`src/hw/rtl/hpc_pkg.sv`:
```
// ----------------------------------------------------------------------------
// hpc_pkg: shared types and constants for the heater/pump cycle controller
// Holds the mode codes, the register indexes, the cycle timings and the
// controller state record.
// ----------------------------------------------------------------------------
`default_nettype none

package hpc_pkg;

	// operating modes
	localparam logic [1:0] MODE_STOP = 2'd0;
	localparam logic [1:0] MODE_FERM = 2'd1;
	localparam logic [1:0] MODE_FILT = 2'd2;
	localparam logic [1:0] MODE_TEMP = 2'd3;

	// configuration register indexes
	localparam logic [1:0] REG_MODE        = 2'd0;
	localparam logic [1:0] REG_TARGET_TEMP = 2'd1;
	localparam logic [1:0] REG_PUMP_ON_MS  = 2'd2;
	localparam logic [1:0] REG_PUMP_OFF_MS = 2'd3;

	// register reset values
	localparam logic [1:0]         MODE_RESET        = MODE_STOP;
	localparam logic signed [11:0] TARGET_TEMP_RESET = 12'sd1040;
	localparam logic [31:0]        PUMP_ON_RESET     = 32'd30000;
	localparam logic [31:0]        PUMP_OFF_RESET    = 32'd30000;

	// timings in ms
	localparam logic [31:0] CYCLE_MS     = 32'd180000;
	localparam logic [31:0] FERM_HEAT_MS = 32'd60000;
	localparam logic [31:0] FERM_PUMP_MS = 32'd90000;
	localparam logic [31:0] FILT_MS      = 32'd120000;
	localparam logic [31:0] CHECK_MS     = 32'd1000;

	typedef struct packed {
		logic [31:0] cycle_start;
		logic        heat_flag;
		logic        pump_flag;
		logic [31:0] last_check;
		logic [31:0] phase_start;
		logic        pump_running;
		logic        pump_forced;
		logic        heater_level;
		logic        pump_level;
	} hpc_state_t;

endpackage

`default_nettype wire

```
`src/hw/rtl/heater_pump_cycle_controller.sv`:
```
// ----------------------------------------------------------------------------
// heater_pump_cycle_controller: heater and pump relay sequencer
// Stream of timestamp/temperature beats in, one relay-level beat out per
// input beat; mode and timing set through a simple write port.
// ----------------------------------------------------------------------------
// Each input beat carries a free-running millisecond time and a temperature
// in 1/16 degree C; each one yields exactly one output beat with the heater
// and pump relay levels after that sample. Mode 0 stops both relays, modes 1
// and 2 run the fixed 180 s fermentation and filtration cycles, mode 3 runs
// once-a-second temperature control with cyclic pumping. Throughput is one
// beat per clock while the output is not stalled; the input register loads
// on the input accept edge, and the relay-state update loads the output
// register once the output slot is free or being drained.
// The whole update is one pass of subtract/compare logic between those two
// registers. Registers may be written only while no beat is in flight.
// ----------------------------------------------------------------------------
`default_nettype none

module heater_pump_cycle_controller (
	input  wire logic        clk,
	input  wire logic        arst_n,
	// config write port
	input  wire logic        cfg_we,
	input  wire logic [1:0]  cfg_addr,
	input  wire logic [31:0] cfg_data,
	// input stream
	input  wire logic        s_tvalid,
	output logic             s_tready,
	input  wire logic [47:0] s_tdata,   // [31:0] now_ms, [43:32] temperature, [47:44] zero
	// output stream
	output logic             m_tvalid,
	input  wire logic        m_tready,
	output logic [7:0]       m_tdata    // [0] heater_on, [1] pump_on, [7:2] zero
);

	// configuration registers
	logic [1:0]         mode_q;
	logic signed [11:0] target_temp_q;
	logic [31:0]        pump_on_ms_q;
	logic [31:0]        pump_off_ms_q;

	// input register
	logic               valid_s1;
	logic [31:0]        now_ms_s1;
	logic signed [11:0] temperature_s1;

	// output register
	logic               valid_s2;
	logic               heater_s2;
	logic               pump_s2;

	hpc_pkg::hpc_state_t state_q;
	hpc_pkg::hpc_state_t state_nxt;

	logic advance;

	// s1 moves on whenever the output slot is free or being drained
	assign advance  = valid_s1 && (!valid_s2 || m_tready);
	assign s_tready = !valid_s1 || advance;

	always_ff @(posedge clk or negedge arst_n) begin
		if (!arst_n) begin
			mode_q        <= hpc_pkg::MODE_RESET;
			target_temp_q <= hpc_pkg::TARGET_TEMP_RESET;
			pump_on_ms_q  <= hpc_pkg::PUMP_ON_RESET;
			pump_off_ms_q <= hpc_pkg::PUMP_OFF_RESET;
		end else if (cfg_we) begin
			case (cfg_addr)
				hpc_pkg::REG_MODE:        mode_q        <= cfg_data[1:0];
				hpc_pkg::REG_TARGET_TEMP: target_temp_q <= cfg_data[11:0];
				hpc_pkg::REG_PUMP_ON_MS:  pump_on_ms_q  <= cfg_data;
				hpc_pkg::REG_PUMP_OFF_MS: pump_off_ms_q <= cfg_data;
				default: ;
			endcase
		end
	end

	// input stage
	always_ff @(posedge clk or negedge arst_n) begin
		if (!arst_n) begin
			valid_s1 <= 1'b0;
		end else if (s_tready) begin
			valid_s1 <= s_tvalid;
		end
	end

	always_ff @(posedge clk) begin
		if (s_tvalid && s_tready) begin
			now_ms_s1      <= s_tdata[31:0];
			temperature_s1 <= s_tdata[43:32];
		end
	end

	hpc_step u_step (
		.cur         (state_q),
		.mode        (mode_q),
		.target_temp (target_temp_q),
		.pump_on_ms  (pump_on_ms_q),
		.pump_off_ms (pump_off_ms_q),
		.now_ms      (now_ms_s1),
		.temperature (temperature_s1),
		.nxt         (state_nxt)
	);

	// controller state commits as each beat moves into the output slot
	always_ff @(posedge clk or negedge arst_n) begin
		if (!arst_n) begin
			state_q <= '0;
		end else if (advance) begin
			state_q <= state_nxt;
		end
	end

	// output stage
	always_ff @(posedge clk or negedge arst_n) begin
		if (!arst_n) begin
			valid_s2 <= 1'b0;
		end else if (advance) begin
			valid_s2 <= 1'b1;
		end else if (m_tready) begin
			valid_s2 <= 1'b0;
		end
	end

	always_ff @(posedge clk) begin
		if (advance) begin
			heater_s2 <= state_nxt.heater_level;
			pump_s2   <= state_nxt.pump_level;
		end
	end

	assign m_tvalid = valid_s2;
	assign m_tdata  = {6'b0, pump_s2, heater_s2};

endmodule

`default_nettype wire

```
`src/hw/rtl/hpc_step.sv`:
```
// ----------------------------------------------------------------------------
// hpc_step: next-state logic for one sample
// Given the current controller state, the registers and one timestamp and
// temperature beat, works out the state after that beat.
// ----------------------------------------------------------------------------
`default_nettype none

module hpc_step (
	input  wire hpc_pkg::hpc_state_t cur,
	input  wire logic [1:0]          mode,
	input  wire logic signed [11:0]  target_temp,
	input  wire logic [31:0]         pump_on_ms,
	input  wire logic [31:0]         pump_off_ms,
	input  wire logic [31:0]         now_ms,
	input  wire logic signed [11:0]  temperature,
	output hpc_pkg::hpc_state_t      nxt
);

	logic [31:0] cycle_elapsed;
	logic [31:0] check_elapsed;
	logic [31:0] phase_elapsed;
	logic [31:0] heat_ms;
	logic [31:0] pump_ms;
	logic        below;

	// all differences wrap at 32 bits
	assign cycle_elapsed = now_ms - cur.cycle_start;
	assign check_elapsed = now_ms - cur.last_check;
	assign phase_elapsed = now_ms - cur.phase_start;
	assign heat_ms = (mode == hpc_pkg::MODE_FERM) ? hpc_pkg::FERM_HEAT_MS : hpc_pkg::FILT_MS;
	assign pump_ms = (mode == hpc_pkg::MODE_FERM) ? hpc_pkg::FERM_PUMP_MS : hpc_pkg::FILT_MS;
	assign below   = temperature < target_temp;

	always_comb begin
		logic skip_cyclic;
		skip_cyclic = 1'b0;
		nxt = cur;
		case (mode)
			hpc_pkg::MODE_STOP: begin
				nxt.cycle_start  = '0;
				nxt.heater_level = 1'b0;
				nxt.pump_level   = 1'b0;
			end
			hpc_pkg::MODE_FERM,
			hpc_pkg::MODE_FILT: begin
				if (cycle_elapsed >= hpc_pkg::CYCLE_MS) begin
					nxt.heater_level = 1'b1;
					nxt.pump_level   = 1'b1;
					nxt.heat_flag    = 1'b1;
					nxt.pump_flag    = 1'b1;
					nxt.cycle_start  = now_ms;
				end else begin
					if (cur.heat_flag && cycle_elapsed >= heat_ms) begin
						nxt.heater_level = 1'b0;
						nxt.heat_flag    = 1'b0;
					end
					if (cur.pump_flag && cycle_elapsed >= pump_ms) begin
						nxt.pump_level = 1'b0;
						nxt.pump_flag  = 1'b0;
					end
				end
			end
			default: begin
				// temperature control, checked once a second
				if (check_elapsed >= hpc_pkg::CHECK_MS) begin
					nxt.last_check = now_ms;
					if (below) begin
						if (!cur.heat_flag) begin
							nxt.heater_level = 1'b1;
							nxt.heat_flag    = 1'b1;
						end
						nxt.pump_forced = 1'b0;
					end else begin
						if (cur.heat_flag) begin
							nxt.heater_level = 1'b0;
							nxt.heat_flag    = 1'b0;
						end
						if (!cur.pump_forced) begin
							nxt.pump_level   = 1'b1;
							nxt.pump_running = 1'b1;
							nxt.pump_forced  = 1'b1;
						end
						skip_cyclic = 1'b1;
					end
				end
				// cyclic pumping uses the forced flag as updated above
				if (!skip_cyclic && !nxt.pump_forced) begin
					if (cur.pump_running) begin
						if (phase_elapsed >= pump_on_ms) begin
							nxt.pump_level   = 1'b0;
							nxt.pump_running = 1'b0;
							nxt.phase_start  = now_ms;
						end
					end else if (phase_elapsed >= pump_off_ms) begin
						nxt.pump_level   = 1'b1;
						nxt.pump_running = 1'b1;
						nxt.phase_start  = now_ms;
					end
				end
			end
		endcase
	end

endmodule

`default_nettype wire

```
`config.mk`:
```
export PLATFORM = sky130hd
export DESIGN_NAME = heater_pump_cycle_controller
export DESIGN_NICKNAME = d
export VERILOG_FILES = /design/src/hw/rtl/hpc_pkg.sv /design/src/hw/rtl/heater_pump_cycle_controller.sv /design/src/hw/rtl/hpc_step.sv
export SDC_FILE = /design/constraint.sdc
export NUM_CORES = 1
export LEC_CHECK = 0
export BUFFER_PORTS_ARGS = -buffer_cell sky130_fd_sc_hd__buf_2
export CORE_UTILIZATION = 63
export CTS_CLUSTER_DIAMETER = 80
export DETAILED_ROUTE_END_ITERATION = 10
export PLACE_DENSITY_LB_ADDON = 0.05
export RECOVER_POWER = 50
export SLEW_MARGIN = 20
export SYNTH_ARGS = -nofsm -noshare
export SYNTH_HDL_FRONTEND = slang
export SYNTH_SLANG_ARGS = --single-unit
```
`constraint.sdc`:
```
create_clock -name clk -period 7.1 [get_ports clk]
set_input_delay 0.355 -clock clk [delete_from_list [all_inputs] [get_ports clk]]
set_output_delay 0.355 -clock clk [all_outputs]
set_load 0.05 [all_outputs]
```
==> flow_summary.json, run 1 <==
{
  "syn_inst": 1721,
  "yosysTopAreaCellShare_pct": 24.7,
  "worstReg2RegStart": "now_ms_s1[1]",
  "synth_edf_count": 46,
  "setup_viol_count_final": 0,
  "synthFlopType": "dfrtp_1",
  "fin_util_pct": 71.1,
  "p_per_area_nw_per_um2": 429,
  "synth_most_common_cell": "inv_1",
  "grt_max_degree": 71,
  "fmax_mhz": 161,
  "top_level_ports": 97,
  "syn-cell-area_um2": 16800,
  "cts_sinks": 228,
  "total_power_mw": 7.98,
  "holdCritStartpoint": "s_tdata[20]",
  "crit_path_start": "now_ms_s1[1]",
  "fin_crit_sh_pct": 87.7,
  "seq_power_share_pct": 24.2,
  "cts_resized": 0,
  "die_y_um": 165,
  "rsz0062_at_grt": "no",
  "swShare_pct": 43.2,
  "crit_type": "reg2reg",
  "synth_top_area_cell": "dfrtp_1",
  "synthArstFlopShare_pct": 79.8,
  "cts_root_buf": "clkbuf_16",
  "tns_ns": 0,
  "postPlaceCellArea_um2": 17400,
  "worstPathArrival_ns": 6.63,
  "synth.yosys.seq_area_share_pct": 35.4,
  "final_area_um2": 18600,
  "rows": 59,
  "grt_overflow": 0,
  "vias": 13300,
  "hold_viol": 0,
  "floorplan.initialDensity_pct": 64.4,
  "max-vdd-ir-drop_mv": 0.310,
  "finClkSkew_ns": 0.0282,
  "port_buffers": 86,
  "dr.pass1.iters": 9,
  "syn_to_final_growth_pct": 10.4,
  "clk_pin_slew_worst_paths_ns": 0.06,
  "cts_tree": "done",
  "path_cells": "ha_1, nor2b_1, o21ai_0, a21boi_0, o21ai_0, a211oi_1, nor2_1, a21oi_1, a21oi_1, o21ai_0, a41oi_1, xnor2_1, ha_1, a21o_1, a21o_1, a21oi_1, nor2_1, a2111oi_0, o21ai_0, nor4_1, a21oi_1, nand2_1, a211o_4, mux2_1",
  "drt_iter0_drc": 1068,
  "crit_slowest_cell": "edfxtp_1",
  "startpoint_type": "flip-flop",
  "ys_types": 101,
  "report.final.slew_viol_count": 136,
  "coreArea_um2": 26100,
  "gp_congestion": 0.946,
  "synth.area.top_cells": "dfrtp_1, ha_1, edfxtp_1, mux2_2, inv_1",
  "power_frac_clock_pct": 16.5,
  "synth_seq_cells": 228,
  "power_switching_mw": 3.45,
  "drv_cap": 3,
  "ant_nets": 0,
  "dieArea_um2": 27400,
  "wirelength_um": 39400,
  "layout-drive-gt1-share_pct": 15.8,
  "die_w_um": 165,
  "worst_pin_slew_ns": 3.73,
  "failed_checks": "DRC, capacitance limit, slew limit",
  "clk_latency_ns": 0.55,
  "vias_per_cell": 6.07,
  "dp_hpwl_um": 29100,
  "p_leak_nw": 8.61,
  "worstSetupEndpointType": "flip-flop",
  "slew_headroom_pct": -148,
  "period_needed_ns": 6.23,
  "first_global_vias": 12900,
  "drc_errors": 9,
  "post_drt_wl_per_cell_um": 18.0,
  "p_comb_share_pct": 59.3,
  "grt_use_total_pct": 29.5,
  "nNetsFinal": 2105,
  "outcome": "finished with violations",
  "h-tree-depth": 1,
  "hp-class": "in2reg",
  "intPower_mw": 4.54,
  "synth_area_per_cell_um2": 9.78,
  "crit_required_ns": 7.50,
  "fillers": 2060,
  "grt_pass1_wl_um": 64300,
  "synthTopCellsByCount": "inv_1, ha_1, dfrtp_1, mux2_2, a21oi_1",
  "hold_slack_ns": 0.00929,
  "slowest_delay_ns": 0.54,
  "numCtsBuffers": 26,
  "clockBufferDepth": 3,
  "synth_warnings": 0,
  "num_antenna_cells": 0,
  "cp_max_fo": 32,
  "antenna_found_initial": 0
}
## placed cells by master (no fill, tap or decap), types with 11 or more instances in the layout
cell	netlist	final
o211ai_1	17	17
edfxtp_1	46	46
nand2b_1	24	24
clkbuf_1	21	18
and2_1	15	14
mux2_2	119	119
o21bai_1	14	14
xor2_1	21	21
dfstp_2	16	16
and3_1	11	11
a2111oi_0	11	11
a31oi_1	15	15
dlygate4sd3_1	0	41
nand2_1	82	82
nor3_1	28	28
xnor2_1	40	40
dfrtp_1	166	166
buf_2	10	79
mux2_1	20	20
inv_1	204	204
nand4_1	32	32
nand3_1	30	30
ha_1	184	184
a21oi_1	101	101
o21ai_0	71	71
a21o_1	51	51
o21a_1	22	22
nor2_1	86	86
a22o_1	32	32
clkbuf_16	0	26
nor2b_1	17	17
## flip-flops by register name, summed over array words and instances, names as in the netlist
| name | flops |
|---|---|
| temperature_s1 | 12 |
| pump_s2 | 1 |
| valid_s1 | 1 |
| pump_off_ms_q | 32 |
| mode_q | 2 |
| heater_s2 | 1 |
| state_q | 102 |
| m_tvalid | 1 |
| pump_on_ms_q | 32 |
| now_ms_s1 | 32 |
| target_temp_q | 12 |
## worst max-delay path: cells and delay by family (launching register included)
kind | cells | cell delay, ns
fa+ha+maj | 2 | 0.66
compound gates | 15 | 3.46
simple gates | 5 | 0.75
mux | 1 | 0.38
flops | 1 | 0.54
xor+xnor | 1 | 0.28
## what timing repair did
| item | CTS | global route |
|---|---|---|
| setup buffers | 0 | 0 |
| setup endpoints to repair | 0 | 0 |
| endpoints found under the hold margin | 107 | 0 |
| hold buffers | 41 | 0 |
## final timing paths
kind,end,depth (start not counted),slack (ns)
worst max-delay path,state_q[34],24,0.87
worst min-delay path,now_ms_s1[20],1,0.009
worst max register to register,state_q[34],24,0.87
worst min register to register,state_q[36],2,0.49
max in group asynchronous,state_q[53],3,2.76
min in group asynchronous,pump_on_ms_q[24],2,1.66
## metal layers
| layer | wire length, um | GRT usage, % | share of wire, % |
|---|---|---|---|
| met2 | 18400 | 49.2 | 47 |
| met4 | 1050 | 8.22 | 2.7 |
| met5 | 0 | 0 | 0 |
| met1 | 17900 | 40.0 | 45 |
| met3 | 2150 | 3.77 | 5.5 |
## through the flow
stage,instances,setup WS [ns]
after floorplan,1726,2.17
after global placement,2097,1.10
after detailed placement,2097,0.991
after CTS,2186,0.880
after global routing,2186,0.293
final,2186,0.873
## final cells by class
cell class / instances / area, um2 / share of cell area (%)
multi-input cells: 1236 / 9740 / 52.4
flip-flops and latches: 228 / 5960 / 32.0
repair buffers: 135 / 882 / 4.74
inverters: 204 / 766 / 4.12
clock buffers: 38 / 726 / 3.90
well taps: 335 / 419 / 2.25
clock inverters: 10 / 108 / 0.579
## power by group through the flow
stage / Combinational, mW / Sequential [mW] / Clock [mW]
2_1_floorplan: 3.70 / 1.88 / 0
3_3_place_gp: 4.48 / 1.93 / 0
3_5_place_dp: 4.62 / 1.95 / 0
4_1_cts: 4.69 / 1.93 / 1.34
5_1_grt: 5.32 / 1.98 / 1.39
6_report: 4.74 / 1.93 / 1.32
## cell families (layout without fill, tap and decap cells)
kind of cell,after synthesis,count (layout),synth area share [%]
adders and majority gates,187,187,14.0
buffers and inverters,262,387,6.91
and+or+nand+nor,381,381,11.8
xor gates and xnor gates,61,61,3.17
DFF,228,228,35.4
AOI/OAI and AO/OA,452,452,18.8
other,1,6,0.0223
muxes,149,149,9.91
Power figures use the tool's default switching activity.
==> inputs of run 2 (changes only) <==
--- a/config.mk
+++ b/config.mk
@@ -9,7 +9,7 @@
 export CORE_UTILIZATION = 63
 export CTS_CLUSTER_DIAMETER = 80
 export DETAILED_ROUTE_END_ITERATION = 10
-export PLACE_DENSITY_LB_ADDON = 0.05
+export PLACE_DENSITY = 0.8
 export RECOVER_POWER = 50
 export SLEW_MARGIN = 20
 export SYNTH_ARGS = -nofsm -noshare
==> run 2 against run 1 <==
Against the previous run:
- the flow still finishes with violations (DRC, capacitance limit, slew limit)
- core utilization up 0.33 points
- first-iteration DRC count down 18%
- critical path depth unchanged
- clock-buffer cell count unchanged
- sequential share of layout area down 0.15 points
- clock skew down 0.016 ns
- die area unchanged
- cell area up 0.46%
- sequential cell count unchanged
- critical path type unchanged
==> flow_summary.json, run 2 (synthesis gave the netlist of run 1 again) <==
{
  "cp_max_fo": 32,
  "post_drt_wl_per_cell_um": 18.4,
  "gp_congestion": 0.925,
  "cts_sinks": 228,
  "critical-path-top-delay-family": "compound AO/OA/AOI/OAI gates",
  "r2r-end": "state_q[24]",
  "slowest_delay_ns": 0.55,
  "fmax_mhz": 162,
  "die_y_um": 165,
  "drv_cap": 4,
  "tns_ns": 0,
  "outcome": "finished with violations",
  "vias": 13400,
  "clk_latency_ns": 0.54,
  "holdPathEnd": "valid_s1",
  "drt_iter0_drc": 872,
  "cts_setup_buffers": 0,
  "hp-class": "in2reg",
  "grt_use_total_pct": 29.9,
  "layout-drive-gt1-share_pct": 15.8,
  "antenna_found_initial": 0,
  "crit_required_ns": 7.53,
  "startpoint_type": "flip-flop",
  "clk_pin_slew_worst_paths_ns": 0.06,
  "port_buffers": 86,
  "worstReg2RegStart": "now_ms_s1[1]",
  "dpl.cell_count": 2097,
  "dieArea_um2": 27400,
  "holdCritStartpoint": "s_tvalid",
  "fin_cells": 2191,
  "floorplan.initialDensity_pct": 64.4,
  "vias_per_cell": 6.13,
  "wirelength_um": 40300,
  "cts_hold_buf": 44,
  "period_needed_ns": 6.16,
  "drc_errors": 6,
  "cts_tree": "done",
  "top_level_ports": 97,
  "ff_latch_area_um2": 5960,
  "worst_r2r_path_depth": 24,
  "reg2reg_slack_ns": 0.94,
  "coreArea_um2": 26100,
  "max-vdd-ir-drop_mv": 0.268,
  "layout_commonest_cell": "inv_1",
  "p_per_area_nw_per_um2": 435,
  "hold_path_depth": 2,
  "largest_reg_flops": 102,
  "crit_slowest_cell": "edfxtp_1",
  "path_cells": "ha_1, nor2b_1, o21ai_0, a21boi_0, o21ai_0, a211oi_1, nor2_1, a21oi_1, a21oi_1, o21ai_0, a41oi_1, xnor2_1, ha_1, a21o_1, a21o_1, a21oi_1, nor2_1, a2111oi_0, o21ai_0, nor4_1, a21oi_1, nand2_1, a211o_4, mux2_2",
  "num_antenna_cells": 0,
  "worst_pin_slew_ns": 3.17,
  "largest_register": "state_q",
  "total_power_mw": 8.13,
  "fin_crit_sh_pct": 86.8,
  "clockBufferDepth": 3,
  "failed_checks": "DRC, capacitance limit, slew limit",
  "first_global_vias": 13200,
  "setup_viol_count_final": 0,
  "die_w_um": 165,
  "report.final.slew_viol_count": 186,
  "grt_pass1_wl_um": 65000,
  "numCtsBuffers": 27,
  "dp_hpwl_um": 29800,
  "hold_viol": 0,
  "crit_buf_inv": 0,
  "multi_input_area_um2": 9740,
  "grt_max_degree": 67,
  "finClkSkew_ns": 0.0125,
  "grt_overflow": 0,
  "p_leak_nw": 8.64,
  "cts_resized": 0,
  "slew_headroom_pct": -112,
  "syn_to_final_growth_pct": 10.9,
  "worstPathArrival_ns": 6.59,
  "h-tree-depth": 1,
  "cts_root_buf": "clkbuf_16",
  "crit_type": "reg2reg",
  "rows": 59,
  "ant_nets": 0,
  "rsz0062_at_grt": "no",
  "worstSetupEndpointType": "flip-flop",
  "hold_slack_ns": 0.0158,
  "dr.pass1.iters": 10,
  "nNetsFinal": 2109,
  "layout_common_cells": "inv_1, ha_1, dfrtp_1",
  "fillers": 1987
}
==> run 2: how the worst max path moves through the flow <==
| stage | slack (ns) | end | startpoint | cells after the start |
|---|---|---|---|---|
| after floorplan | 2.17 | state_q[16] | now_ms_s1[1] | 25 |
| after global placement | 1.19 | state_q[4] | now_ms_s1[1] | 24 |
| after detailed placement | 1.01 | state_q[18] | now_ms_s1[1] | 24 |
| after CTS | 0.96 | state_q[24] | now_ms_s1[1] | 24 |
| after global routing | 0.31 | valid_s1 | arst_n | 3 |
| final | 0.94 | state_q[24] | now_ms_s1[1] | 24 |
==> run 2: final cells by class <==
| class | count | area share [%] |
|---|---|---|
| clock inverters | 12 | 0.670 |
| inverters | 204 | 4.10 |
| well taps | 335 | 2.24 |
| flip-flops and latches | 228 | 31.9 |
| repair buffers | 138 | 4.87 |
| multi-input cells | 1236 | 52.1 |
| clock buffers | 38 | 4.11 |
==> run 2: layer usage <==
layer / vias up / GRT usage [%] / share of wire [%]
li1: 6493 / - / -
met1: 6511 / 40.3 / 45
met2: 349 / 50.6 / 47
met3: 73 / 2.90 / 4.6
met4: 0 / 9.17 / 2.9
met5: - / 0 / 0
==> run 2: where the power goes <==
group | internal, mW | switching, mW
logic | 2.05 | 2.75
registers | 1.72 | 0.221
clock network | 0.826 | 0.560
==> run 2: per-stage QoR <==
| stage | utilization, % | cell area, um2 | setup slack (ns) |
|---|---|---|---|
| 2_1_floorplan | - | 16900 | 2.17 |
| 3_3_place_gp | 66.5 | 17400 | 1.19 |
| 3_5_place_dp | 66.5 | 17400 | 1.01 |
| 4_1_cts | 71.6 | 18700 | 0.962 |
| 5_1_grt | 71.5 | 18700 | 0.312 |
| 6_report | 71.5 | 18700 | 0.938 |
